$ cat src/hw/rtl/pia_pkg.sv
// Shared types and constants for the parallel interface adapter block.
// Used by pia_core and pia_port_and_command_latch; depends on nothing.
package pia_pkg;

   localparam logic [1:0] MODE_READ    = 2'd0;
   localparam logic [1:0] MODE_WRITE   = 2'd1;
   localparam logic [1:0] MODE_COMMAND = 2'd2;

   localparam logic [7:0] CTRL_ACCESS_MASK  = 8'h04;
   localparam logic [7:0] CTRL_KEEP_MASK    = 8'h3f;
   localparam logic [7:0] CTRL_FLAGS_MASK   = 8'hc0;
   localparam logic [7:0] CTRL_FLAG7_MASK   = 8'h80;
   localparam logic [7:0] CTRL_RISE_MASK    = 8'h02;
   localparam logic [7:0] CTRL_ENABLE_MASK  = 8'h01;
   localparam logic [7:0] COMMAND_IDLE_BYTE = 8'hff;

   localparam int REQ_TDATA_WIDTH = 8;
   localparam int REQ_TUSER_WIDTH = 4;
   localparam int RSP_TDATA_WIDTH = 24;
   localparam int RSP_PAD_WIDTH   = 7;

   typedef struct packed {
      logic [1:0] register_select;
      logic [1:0] mode;
      logic [7:0] data_byte;
   } req_type;

   typedef struct packed {
      logic [7:0] dac_output;
      logic       irq;
      logic [7:0] read_data;
   } rsp_type;

endpackage

$ cat src/hw/rtl/pia_core.sv
// Register file and update logic of the adapter: ports, control, command latch, DAC.
// Depends on pia_pkg for the request and result types and the control masks.
module pia_core (
   input  logic             clock,
   input  logic             reset,
   input  logic             step,
   input  pia_pkg::req_type req,
   output pia_pkg::rsp_type rsp
);

   logic [7:0] dir_ff  [2];
   logic [7:0] dir_in  [2];
   logic [7:0] outl_ff [2];
   logic [7:0] outl_in [2];
   logic [7:0] ctrl_ff [2];
   logic [7:0] ctrl_in [2];
   logic       cb1_ff;
   logic       cb1_in;
   logic [7:0] cmd_ff;
   logic [7:0] cmd_in;
   logic [7:0] dac_ff;
   logic [7:0] dac_in;

   logic       port;
   logic       is_ctrl;
   logic       line;
   logic       want_rise;
   logic [7:0] pins;
   logic [7:0] read_data;
   logic       irq_a;
   logic       irq_b;

   assign port    = req.register_select[1];
   assign is_ctrl = req.register_select[0];
   assign pins    = port ? cmd_ff : outl_ff[0];
   assign line    = (req.data_byte != pia_pkg::COMMAND_IDLE_BYTE);
   assign want_rise = ((ctrl_ff[1] & pia_pkg::CTRL_RISE_MASK) != 8'h00);

   always_comb begin
      dir_in    = dir_ff;
      outl_in   = outl_ff;
      ctrl_in   = ctrl_ff;
      cb1_in    = cb1_ff;
      cmd_in    = cmd_ff;
      dac_in    = dac_ff;
      read_data = 8'h00;
      case (req.mode)
         pia_pkg::MODE_READ: begin
            if (is_ctrl) begin
               read_data = ctrl_ff[port];
            end else if ((ctrl_ff[port] & pia_pkg::CTRL_ACCESS_MASK) == 8'h00) begin
               read_data = dir_ff[port];
            end else begin
               ctrl_in[port] = ctrl_ff[port] & pia_pkg::CTRL_KEEP_MASK;
               read_data = (pins & ~dir_ff[port]) | (outl_ff[port] & dir_ff[port]);
            end
         end
         pia_pkg::MODE_WRITE: begin
            if (is_ctrl) begin
               ctrl_in[port] = (ctrl_ff[port] & pia_pkg::CTRL_FLAGS_MASK) |
                               (req.data_byte & pia_pkg::CTRL_KEEP_MASK);
            end else if ((ctrl_ff[port] & pia_pkg::CTRL_ACCESS_MASK) == 8'h00) begin
               dir_in[port] = req.data_byte;
            end else begin
               outl_in[port] = req.data_byte;
               if (!port) begin
                  dac_in = req.data_byte;
               end
            end
         end
         pia_pkg::MODE_COMMAND: begin
            cmd_in = req.data_byte;
            if (line != cb1_ff) begin
               if (line == want_rise) begin
                  ctrl_in[1] = ctrl_ff[1] | pia_pkg::CTRL_FLAG7_MASK;
               end
               cb1_in = line;
            end
         end
         default: begin
         end
      endcase
   end

   assign irq_a = ((ctrl_in[0] & pia_pkg::CTRL_FLAG7_MASK) != 8'h00) &&
                  ((ctrl_in[0] & pia_pkg::CTRL_ENABLE_MASK) != 8'h00);
   assign irq_b = ((ctrl_in[1] & pia_pkg::CTRL_FLAG7_MASK) != 8'h00) &&
                  ((ctrl_in[1] & pia_pkg::CTRL_ENABLE_MASK) != 8'h00);

   assign rsp.read_data  = read_data;
   assign rsp.irq        = irq_a || irq_b;
   assign rsp.dac_output = dac_in;

   always_ff @(posedge clock) begin
      if (reset) begin
         dir_ff  <= '{default: 8'h00};
         outl_ff <= '{default: 8'h00};
         ctrl_ff <= '{default: 8'h00};
         cb1_ff  <= 1'b0;
         cmd_ff  <= pia_pkg::COMMAND_IDLE_BYTE;
         dac_ff  <= 8'h00;
      end else if (step) begin
         dir_ff  <= dir_in;
         outl_ff <= outl_in;
         ctrl_ff <= ctrl_in;
         cb1_ff  <= cb1_in;
         cmd_ff  <= cmd_in;
         dac_ff  <= dac_in;
      end
   end

endmodule

$ cat src/hw/rtl/pia_port_and_command_latch.sv
// Top level of the parallel interface adapter: request register, core, result register.
// Depends on pia_pkg and pia_core.
//
//   channel | dir | tdata (low bit up)                   | tuser (low bit up)
//   req_    | in  | data_byte[7:0]                       | mode[1:0], register_select[3:2]
//   rsp_    | out | read_data[7:0], irq[8], dac[16:9]    | none
//
// One request is taken per cycle unless a stalled result holds a full request register.
// The request register feeds the core, which updates its registers as the result
// moves into the result register, so the rate is set by that single stage. A stalled
// result holds the pipeline; requests are still taken while the request register is free
// or drains. Reset clears valid bits and core registers; the command latch resets to 0xff.
module pia_port_and_command_latch (
   input  logic                                clock,
   input  logic                                reset,
   input  logic                                req_tvalid,
   output logic                                req_tready,
   input  logic [pia_pkg::REQ_TDATA_WIDTH-1:0] req_tdata,  // data_byte
   input  logic [pia_pkg::REQ_TUSER_WIDTH-1:0] req_tuser,  // mode, register_select
   output logic                                rsp_tvalid,
   input  logic                                rsp_tready,
   output logic [pia_pkg::RSP_TDATA_WIDTH-1:0] rsp_tdata   // read_data, irq, dac_output
);

   pia_pkg::req_type in_ff;
   pia_pkg::req_type in_in;
   logic             in_valid_ff;
   pia_pkg::rsp_type out_ff;
   pia_pkg::rsp_type core_rsp;
   logic             out_valid_ff;
   logic             advance;
   logic             step;
   logic             req_take;

   assign advance    = !out_valid_ff || rsp_tready;
   assign req_tready = !in_valid_ff || advance;
   assign req_take   = req_tvalid && req_tready;
   assign step       = in_valid_ff && advance;

   assign in_in.data_byte       = req_tdata;
   assign in_in.mode            = req_tuser[1:0];
   assign in_in.register_select = req_tuser[3:2];

   pia_core u_core (
      .clock (clock),
      .reset (reset),
      .step  (step),
      .req   (in_ff),
      .rsp   (core_rsp)
   );

   always_ff @(posedge clock) begin
      if (reset) begin
         in_valid_ff <= 1'b0;
      end else if (req_tready) begin
         in_valid_ff <= req_tvalid;
      end
   end

   always_ff @(posedge clock) begin
      if (req_take) begin
         in_ff <= in_in;
      end
   end

   always_ff @(posedge clock) begin
      if (reset) begin
         out_valid_ff <= 1'b0;
      end else if (advance) begin
         out_valid_ff <= in_valid_ff;
      end
   end

   always_ff @(posedge clock) begin
      if (step) begin
         out_ff <= core_rsp;
      end
   end

   assign rsp_tvalid = out_valid_ff;
   assign rsp_tdata  = {{pia_pkg::RSP_PAD_WIDTH{1'b0}}, out_ff};

   a_reset_empty: assert property (@(posedge clock)
      reset |=> (!in_valid_ff && !out_valid_ff))
      else $error("pipeline not empty after reset");

   a_no_overwrite: assert property (@(posedge clock) disable iff (reset)
      (in_valid_ff && out_valid_ff && !rsp_tready) |-> !req_tready)
      else $error("request register overwritten during stall");

   a_nonread_zero: assert property (@(posedge clock) disable iff (reset)
      (step && in_ff.mode != pia_pkg::MODE_READ) |=> (rsp_tdata[7:0] == 8'h00))
      else $error("read data not zero for a non-read request");

   a_step_fills: assert property (@(posedge clock) disable iff (reset)
      step |=> rsp_tvalid)
      else $error("processed request produced no result");

endmodule

$ cat config.mk
export PLATFORM = sky130hd
export DESIGN_NAME = pia_port_and_command_latch
export DESIGN_NICKNAME = d
export VERILOG_FILES = /design/src/hw/rtl/pia_pkg.sv /design/src/hw/rtl/pia_core.sv /design/src/hw/rtl/pia_port_and_command_latch.sv
export SDC_FILE = /design/constraint.sdc
export NUM_CORES = 1
export LEC_CHECK = 0
export BUFFER_PORTS_ARGS = -buffer_cell sky130_fd_sc_hd__buf_2
export CAP_MARGIN = 15
export CORE_ASPECT_RATIO = 0.7
export CORE_MARGIN = 4
export CORE_UTILIZATION = 58
export DETAILED_ROUTE_END_ITERATION = 8
export MAX_ROUTING_LAYER = met4
export PLACE_DENSITY = 0.86
export SYNTH_ARGS = -nofsm -noshare
export SYNTH_HDL_FRONTEND = slang
export SYNTH_SLANG_ARGS = --single-unit
$ cat constraint.sdc
create_clock -name clock -period 2.65 [get_ports clock]
set_clock_uncertainty 0.05 [all_clocks]
set_input_delay 0.265 -clock clock [delete_from_list [all_inputs] [get_ports clock]]
set_output_delay 0.265 -clock clock [all_outputs]
set_load 0.01 [all_outputs]
# After elaboration in Yosys (flattened, before gate mapping)
# Cells that the tools add are included.
dict set report totals {
  regBits 96
  in_bits 16
  output_inout_bits 26
  elab_cells 86
}
dict set report classes {
  n_lt_le_gt_ge 2
  eq_ne 8
  n_mux 29
  bitwise 9
  n_reduce_logical 19
}
# cell n
set op_table {}
lappend op_table {{8-bit 2-to-1 mux} 19}
lappend op_table {{16-bit bitwise mux} 4}
lappend op_table {{16-bit 2-to-1 mux} 3}
lappend op_table {{8-bit case mux with 3 select lines} 1}
lappend op_table {{8-bit bitwise AND} 2}
lappend op_table {{8-bit case mux with 2 select lines} 1}
lappend op_table {{8-bit demux with 1-bit select} 1}
lappend op_table {{8-bit logical NOT} 1}
lappend op_table {{8-bit != test, second input constant} 1}
lappend op_table {{8-bit NOT} 1}
lappend op_table {{8-bit by 6-bit OR with 8-bit output} 1}
lappend op_table {{8-bit OR} 1}
lappend op_table {{4-bit AND reduction} 2}
lappend op_table {{2-bit != test, second input constant} 3}
lappend op_table {{6-bit AND reduction} 1}
lappend op_table {{1-bit logical AND} 5}
lappend op_table {{5-bit AND reduction} 1}
lappend op_table {{1-bit logical OR} 3}
lappend op_table {{1-bit NOT} 3}
lappend op_table {{3-bit AND reduction} 1}
lappend op_table {{2-bit by 1-bit == test with 1-bit output, second input constant} 1}
lappend op_table {{2-bit == test, second input constant} 1}
lappend op_table {{2-bit greater-or-equal comparator, second input constant} 1}
lappend op_table {{1-bit logical NOT} 2}
lappend op_table {{other kinds (7)} 7}

# Logic depth before layout (Yosys ltp)
# Gate-level depths: netlist of run 1.
dict set report depth {
  depth_word 11
  mapped_depth 6
  depth_no_buf 4
}

# By module
# From an unflattened synthesis of run 1, not the netlist that was laid out.
dict set report hier_totals {
  cells_unflattened 389
  area_unflattened_um2 4121.5
}
# mod n_inst cells_per_inst area_each_um2 seq_area_each_um2
set by_module_without_submodules {}
lappend by_module_without_submodules {pia_core 1 342 3090.5 1301.2}
lappend by_module_without_submodules {pia_port_and_command_latch 1 47 1031.0 910.9}

# Least setup slack after synthesis of run 1
# Ideal clock, no wire load.
dict set report synth_timing {
  path_kind {register to register}
  start {register in_valid_ff}
  end {register u_core.ctrl_ff[7] (netlist name)}
  setup_time_ns 0.129
  arrival_ns 1.926
  t_required_ns 2.471
  setup_slack_ns 0.545
  path_stages_with_launch 6
  path_buffers 1
  synth_period_minus_slack_ns 2.105
  cell_sequence {dfxtp_1 > buf_2 > inv_1 > nor2_1 > and3_1 > o32ai_1}
}
dict set report synth_between {
  elab_chain_len 1
}
# element line
set synth_lines {}
lappend synth_lines {{start, declared} pia_port_and_command_latch.sv:27} ;# logic in_valid_ff;
lappend synth_lines {{start signal, assigned} pia_port_and_command_latch.sv:56} ;# in_valid_ff <= req_tvalid;
lappend synth_lines {{1-bit logical AND} pia_port_and_command_latch.sv:38} ;# assign step = in_valid_ff && advance;
lappend synth_lines {{named net step} pia_port_and_command_latch.sv:32} ;# logic step;
lappend synth_lines {{end signal, assigned} pia_core.sv:105} ;# ctrl_ff <= ctrl_in;
lappend synth_lines {{end, declared} pia_core.sv:15} ;# logic [7:0] ctrl_ff [2];
# The timed path passes the listed nets, and every way through them passes these cells.
# A chain may end at the register's enable or synchronous reset.

==> results of run 1 <==
-- cell usage after synthesis (8+ instances only) --
master / n / share of area, %
nand2_1: 35 / 3.2
nor2_1: 61 / 5.6
a211o_1: 9 / 1.9
buf_2: 11 / 1.3
a21oi_1: 24 / 2.9
a31oi_1: 10 / 1.5
dfxtp_1: 67 / 33
edfxtp_1: 29 / 21
clkbuf_1: 15 / 1.4
inv_1: 19 / 1.7
a211oi_1: 17 / 3.1
buf_4: 8 / 1.5
mux2i_1: 53 / 13
-- cell families (layout without fill, tap and decap cells) --
family,Yosys count,after routing
AND/OR/NAND/NOR,128,128
flip-flops,96,96
AO/OA/AOI/OAI,72,72
buffers and inverters,58,80
multiplexers,53,53
other,1,7
-- repair_timing --
| action | 4_1_cts | 5_1_grt |
|---|---|---|
| hold buffers | 0 | 2 |
| endpoints found under the setup margin | 0 | 0 |
| endpoints found under the hold margin | 0 | 2 |
| buffers inserted | 0 | 0 |
-- through the flow --
stage	power, uW	util [%]	hold WS, ns	cells	area, sq um
after global routing	2690	65.8	0.00304	530	4470
final	2580	65.8	0.0211	530	4470
after floorplan	1710	-	0.314	414	4110
after detailed placement	1760	63.0	0.394	512	4280
after CTS	2590	65.5	0.00828	528	4450
after global placement	1760	63.0	0.392	512	4280
-- per-layer routing --
layer | wire length, um | GRT usage [%] | vias up
met5 | 0 | - | -
met4 | 119 | 8.20 | 0
met3 | 546 | 6.41 | 15
met2 | 3960 | 33.3 | 89
met1 | 3900 | 29.6 | 1414
li1 | - | - | 1452
-- sequential cells by signal (all words and copies together) (netlist names) --
| signal | count |
|---|---|
| rsp_tdata | 17 |
| u_core.dac_ff | 8 |
| u_core.cmd_ff | 8 |
| u_core.ctrl_ff | 16 |
| rsp_tvalid | 1 |
| u_core.dir_ff | 16 |
| u_core.cb1_ff | 1 |
| in_valid_ff | 1 |
| in_ff | 12 |
| u_core.outl_ff | 16 |
-- worst max path at each step --
stage	start	endpoint	slack [ns]
3_5_place_dp	in_ff[11]	rsp_tdata[10]	0.62
4_1_cts	in_ff[11]	rsp_tdata[10]	0.61
3_3_place_gp	in_ff[11]	rsp_tdata[16]	0.69
5_1_grt	in_ff[11]	rsp_tdata[14]	0.38
6_report	in_ff[11]	rsp_tdata[10]	0.60
2_1_floorplan	in_valid_ff	u_core.ctrl_ff[7]	0.54
-- area by class of cell --
cell class | count | area, sq um | area share (%)
sequential | 96 | 2210 | 49.5
multi-input combinational | 260 | 1640 | 36.7
timing repair buffer | 45 | 258 | 5.77
clock buffer | 11 | 141 | 3.16
tap | 94 | 118 | 2.63
inverter | 19 | 71.3 | 1.60
clock inverter | 5 | 30.0 | 0.672
-- where the power goes --
part           leakage, uW  internal, uW  total, uW  switching (uW)
logic             0.000978          52.8        144            91.3
registers         0.000828          1550       1590            38.8
clock network    0.0000854           365        854             490
-- worst max-delay path: stages (launching register included) --
cell and delay, ns:
edfxtp_1 0.58, nor2b_1 0.51, nand2_1 0.40, nand2_1 0.20, nand2_1 0.07
-- layout by cell type, fill, tap and decap left out, types with 2 or more instances in the layout --
cell type | netlist | routed
dfxtp_1 | 67 | 67
nor2_1 | 61 | 60
mux2i_1 | 53 | 53
nand2_1 | 35 | 35
buf_2 | 11 | 34
edfxtp_1 | 29 | 29
a21oi_1 | 24 | 24
inv_1 | 19 | 19
a211oi_1 | 17 | 17
a31oi_1 | 10 | 10
clkbuf_8 | 0 | 10
a211o_1 | 9 | 9
buf_4 | 8 | 9
conb_1 | 1 | 7
o21ai_0 | 6 | 6
and2_1 | 4 | 4
nor2b_1 | 3 | 3
nand3_1 | 3 | 3
nand4_1 | 3 | 3
a311oi_1 | 3 | 3
or3_1 | 3 | 3
nand4_2 | 3 | 3
nand4b_1 | 2 | 2
nor3b_1 | 2 | 2
o211ai_1 | 2 | 2
clkinv_1 | 0 | 2
dlygate4sd3_1 | 0 | 2
==> out/results.tsv, run 1 <==
metric	value	unit
async_flop_share	0	%
antenna_cells	0	
tightest_slew	0.631	ns
overflow	0	
cp.required	2.73	ns
cts_tree	done	
syn_area_per_cell	10.0	sq um
die_h	78.2	um
hp-start	req_tdata[1]	
leakagePower	0.00189	uW
grt_usage	22.4	%
vdd_drop_max	346	uV
area_delta_synth_final	9.34	%
synth_top_family_by_area	simple AND/OR/NAND/NOR gates	
synth_mux_area_share	13.0	%
hold_viol_final	0	
yosys_most_used_dff	dfxtp_1	
wire_per_inst	16.1	um
hp-class	input pin to flop	
yosys.area_share.simple	14.9	%
ys.warnings.count	0	
worstReg2RegEnd	rsp_tdata[10]	
drc	0	
cts_buffer_depth	2	
yosysSeqAreaShare	54.1	%
clock_sinks	96	
drive_above_1_share	14.4	%
synth_compound_area_share	11.5	%
outcome	finished clean	
setup.worst_path.class	flop to flop	
dp_hpwl	5990	um
min_path_cells	1	
crit_path_end_kind	flop	
maxSlewHeadroom	57.9	%
maxSlewViolCount	0	
layout_setup_ws	0.598	ns
synth.distinct_cells	36	
rsz0062_at_grt	false	
synthCells	408	
grt_pass1_vias	2928	
synth_edf_count	29	
ys_ff_latch	96	
setup_tns	0	ns
die_x	108	um
antenna_left	0	
htree_levels	3	
insertion_delay	0.36	ns
core-area	6790	sq um
cts_inserted_buffers	9	
n_fill_cell	541	
routed_via_density	5.60	
grt_pass1_wl	14200	um
die_area	8480	sq um
nNetsFinal	447	
setup_viol_count_final	0	
r2r_cells	4	
min_period	2.05	ns
syn-cell-area	4090	sq um
grt_start_max_net_pins	46	
drt_iter0_markers	186	
r2r-start	in_ff[11]	
fin_crit_sh	77.4	%
root_buffer	clkbuf_8	
dpl_worst_slack	0.622	ns
critPathArrivalTime	2.13	ns
cts_resized	0	
worstPathMaxFanout	13	
r2r_setup_slack	0.60	ns
start_util	60.2	%
synth-adder-area-share	0	%
rows	25	
routed_wl	8530	um
vias	2970	
io_pins	42	
drt_first_pass_iters	4	
port_buffers	34	
start_kind	flop	
p_per_area	578	nW/um^2
max_freq	487	MHz
clk_pin_slew_worst_paths	0.09	ns
cap_violations	0	
gp_congestion	0.877	
hold_end	in_ff[1]	
antenna_found_initial	0	
synthXorXnorAreaFrac	0	%
(Power assumes the default switching activity.)
==> run 2: changes to the inputs <==
--- a/config.mk
+++ b/config.mk
@@ -5,11 +5,12 @@
 export SDC_FILE = /design/constraint.sdc
 export NUM_CORES = 1
 export LEC_CHECK = 0
+export ABC_AREA = 1
 export BUFFER_PORTS_ARGS = -buffer_cell sky130_fd_sc_hd__buf_2
 export CAP_MARGIN = 15
 export CORE_ASPECT_RATIO = 0.7
 export CORE_MARGIN = 4
-export CORE_UTILIZATION = 58
+export CORE_UTILIZATION = 59
 export DETAILED_ROUTE_END_ITERATION = 8
 export MAX_ROUTING_LAYER = met4
 export PLACE_DENSITY = 0.86
==> constraint.sdc (replaced) <==
create_clock -name clock -period 1.9 [get_ports clock]
set_clock_uncertainty 0.05 [all_clocks]
set_input_delay 0.19 -clock clock [delete_from_list [all_inputs] [get_ports clock]]
set_output_delay 0.19 -clock clock [all_outputs]
set_load 0.01 [all_outputs]
==> out/results.tsv, run 2 <==
metric	value	unit	change
cap_violations	0		unchanged
antenna_found_initial	0		unchanged
crit_family	simple AND/OR/NAND/NOR gates		
insertion_delay	0.36	ns	about the same
r2r_setup_slack	0.09	ns	-0.51 ns
netlist.top_cell.by_area	dfxtp_1		
p_per_area	774	nW/um^2	+34%
dpl_worst_slack	0.0124	ns	-0.610 ns
met3_usage	6.33	%	-0.084 points
async_flop_share	0	%	unchanged
r2r-start	in_ff[11]		
worstPathMaxFanout	20		+7
min_period	1.81	ns	-0.239 ns
dp_hpwl	7750	um	+29%
vdd_drop_max	476	uV	+37%
port_buffers	34		unchanged
worst-path-buf-inv	3		+3
drc	0		unchanged
hp-class	input pin to flop		
layout_setup_ws	0.0877	ns	-0.511 ns
htree_levels	3		unchanged
die_area	8980	sq um	+5.9%
yosys-top-cells-count	nand2_1, dfxtp_1, nor2_1		
fin_crit_sh	95.4	%	+18 points
ys_ff_latch	96		unchanged
io_pins	42		unchanged
synth-adder-area-share	0	%	unchanged
setup_viol_count_final	0		unchanged
maxSlewViolCount	0		unchanged
synth.distinct_cells	34		-5.6%
setup.worst_path.class	flop to flop		
die_h	80.5	um	+2.9%
worstReg2RegEnd	u_core.ctrl_ff[13]		
placed_cell_area	4660	sq um	+8.9%
syn-cell-area	4430	sq um	+8.4%
syn_area_per_cell	7.87	sq um	-21%
rows	26		+4.0%
synthCells	563		+38%
crit_top_cell	nand2_4		
antenna_left	0		unchanged
postLayoutCoreUtil	69.7	%	+3.9 points
path_cells	buf_4 > inv_4 > nand2_4 > nand2_8 > nand2_4 > nand2_4 > nand2_4 > inv_2 > nand2_1 > nor2_1 > nor2_1		
r2r_cells	11		+7
core-area	7290	sq um	+7.4%
max_freq	552	MHz	+13%
use_met1	33.4	%	+3.9 points
grt_pass1_vias	3775		+29%
cp_slowest_cell	edfxtp_1		
start_kind	flop		
routed_wl	11200	um	+32%
synthXorXnorAreaFrac	0	%	unchanged
cts_buffer_depth	2		unchanged
synth_edf_count	29		unchanged
yosys.area_share.simple	23.6	%	+8.6 points
design_area	5080	sq um	+14%
synth_mux_area_share	0	%	-13 points
antenna_cells	0		unchanged
hold_viol_final	0		unchanged
leakagePower	0.00216	uW	+14%
drive_above_1_share	17.5	%	+3.0 points
drt_first_pass_iters	6		+2
ys.warnings.count	0		unchanged
n_fill_cell	578		+6.8%
root_buffer	clkbuf_8		
layout.cells.non_filler	722		+36%
cp.required	2.11	ns	-0.62 ns
clock_sinks	96		unchanged
yosys_most_used_dff	dfxtp_1		
wire_per_inst	15.5	um	-3.4%
multiInputGateArea	1820	sq um	+11%
dpl.cell_count	686		+34%
yosys-top-cells-area	dfxtp_1, edfxtp_1, nand2_1		
overflow	0		unchanged
area_delta_synth_final	14.7	%	
synth_compound_area_share	16.4	%	+5.0 points
final_common_cell	nand2_1		
grt_util_met2	40.7	%	+7.5 points
nNetsFinal	635		+42%
hold_end	in_valid_ff		
routed_via_density	5.64		+0.60%
critPathMaxStageDelay	0.39	ns	-0.19 ns
yosysSeqAreaShare	49.9	%	-4.2 points
grt_pass1_wl	18000	um	+26%
vias	4070		+37%
grt_usage	26.0	%	+3.6 points
clk_pin_slew_worst_paths	0.09	ns	about the same
grt_start_max_net_pins	36		-22%
yosysMostFrequentCell	nand2_1		
min_path_cells	3		+2
outcome	finished clean		
crit_path_end_kind	flop		
start_util	60.8	%	+0.56 points
hp-start	req_tvalid		
cts_tree	done		
critPathArrivalTime	2.02	ns	-0.11 ns
cts_inserted_buffers	9		unchanged
largest_reg_flops	17		unchanged
die_x	112	um	+3.0%
regArea	2210	sq um	unchanged
top_usage_layer	met2		
synth_top_family_by_area	simple AND/OR/NAND/NOR gates		
final_cell_mix	nand2_1, dfxtp_1, o21ai_0, nor2_1, inv_1		
yosys.area.top_type_share	30.3	%	-2.5 points
gp_congestion	1.07		+22%
drt_iter0_markers	498		+170%
-- run 2: tightest hold or removal path: stages --
cell     delay, ns
buf_2         0.09
nand2_1       0.08
a21oi_1       0.07
-- run 2: logic make-up after synthesis --
kind of cell,after synthesis
flip-flops,96
buffers and inverters,93
AND/OR/NAND/NOR,243
other,1
AO/OA/AOI/OAI,130
-- run 2: metal layers --
| layer | share of wire [%] | vias up | wire length (um) |
|---|---|---|---|
| met2 | 45 | 251 | 5070 |
| met4 | 3.0 | 0 | 340 |
| met1 | 41 | 1853 | 4560 |
| met3 | 11 | 38 | 1240 |
| met5 | 0 | - | 0 |
| li1 | - | 1928 | - |
-- run 2: how the worst max path moves through the flow --
stage                              end  startpoint  slack (ns)  cells after the start
global placement      u_core.dir_ff[1]   in_ff[11]        0.05                      8
global route          u_core.dac_ff[1]    in_ff[9]       -0.03                      8
finish              u_core.ctrl_ff[13]   in_ff[11]        0.09                     11
CTS                   u_core.dir_ff[7]   in_ff[11]      -0.007                      8
floorplan           u_core.outl_ff[14]  rsp_tvalid        0.30                      7
detailed placement    u_core.dir_ff[7]   in_ff[11]        0.01                      8
-- run 2: power breakdown --
| part | internal, uW | switching, uW |
|---|---|---|
| logic | 124 | 230 |
| registers | 2170 | 36.0 |
| clock network | 659 | 718 |
| total | 2950 | 984 |
-- run 2: repair_timing --
| action | in CTS | in global routing |
|---|---|---|
| pin swaps | 0 | 2 |
| hold endpoints to repair | 12 | 0 |
| endpoints found under the setup margin | 4 | 47 |
| hold buffers | 12 | 0 |
| resized for setup | 0 | 6 |
| setup buffers | 0 | 8 |
-- run 2: metrics by stage --
stage	hold WS [ns]	total power [uW]	setup TNS (ns)
global route	0.0947	4070	-0.0855
detailed placement	0.318	2560	0
floorplan	0.239	2460	0
global placement	0.316	2550	0
CTS	0.0614	3930	-0.0134
finish	0.0766	3930	0
-- run 2: final cells by class --
cell class,instances,area share (%)
Clock buffer,11,2.78
Clock inverter,5,1.31
Inverter,62,4.63
Multi-Input combinational cell,380,35.8
Sequential cell,96,43.5
Tap cell,98,2.41
Timing Repair Buffer,70,9.51
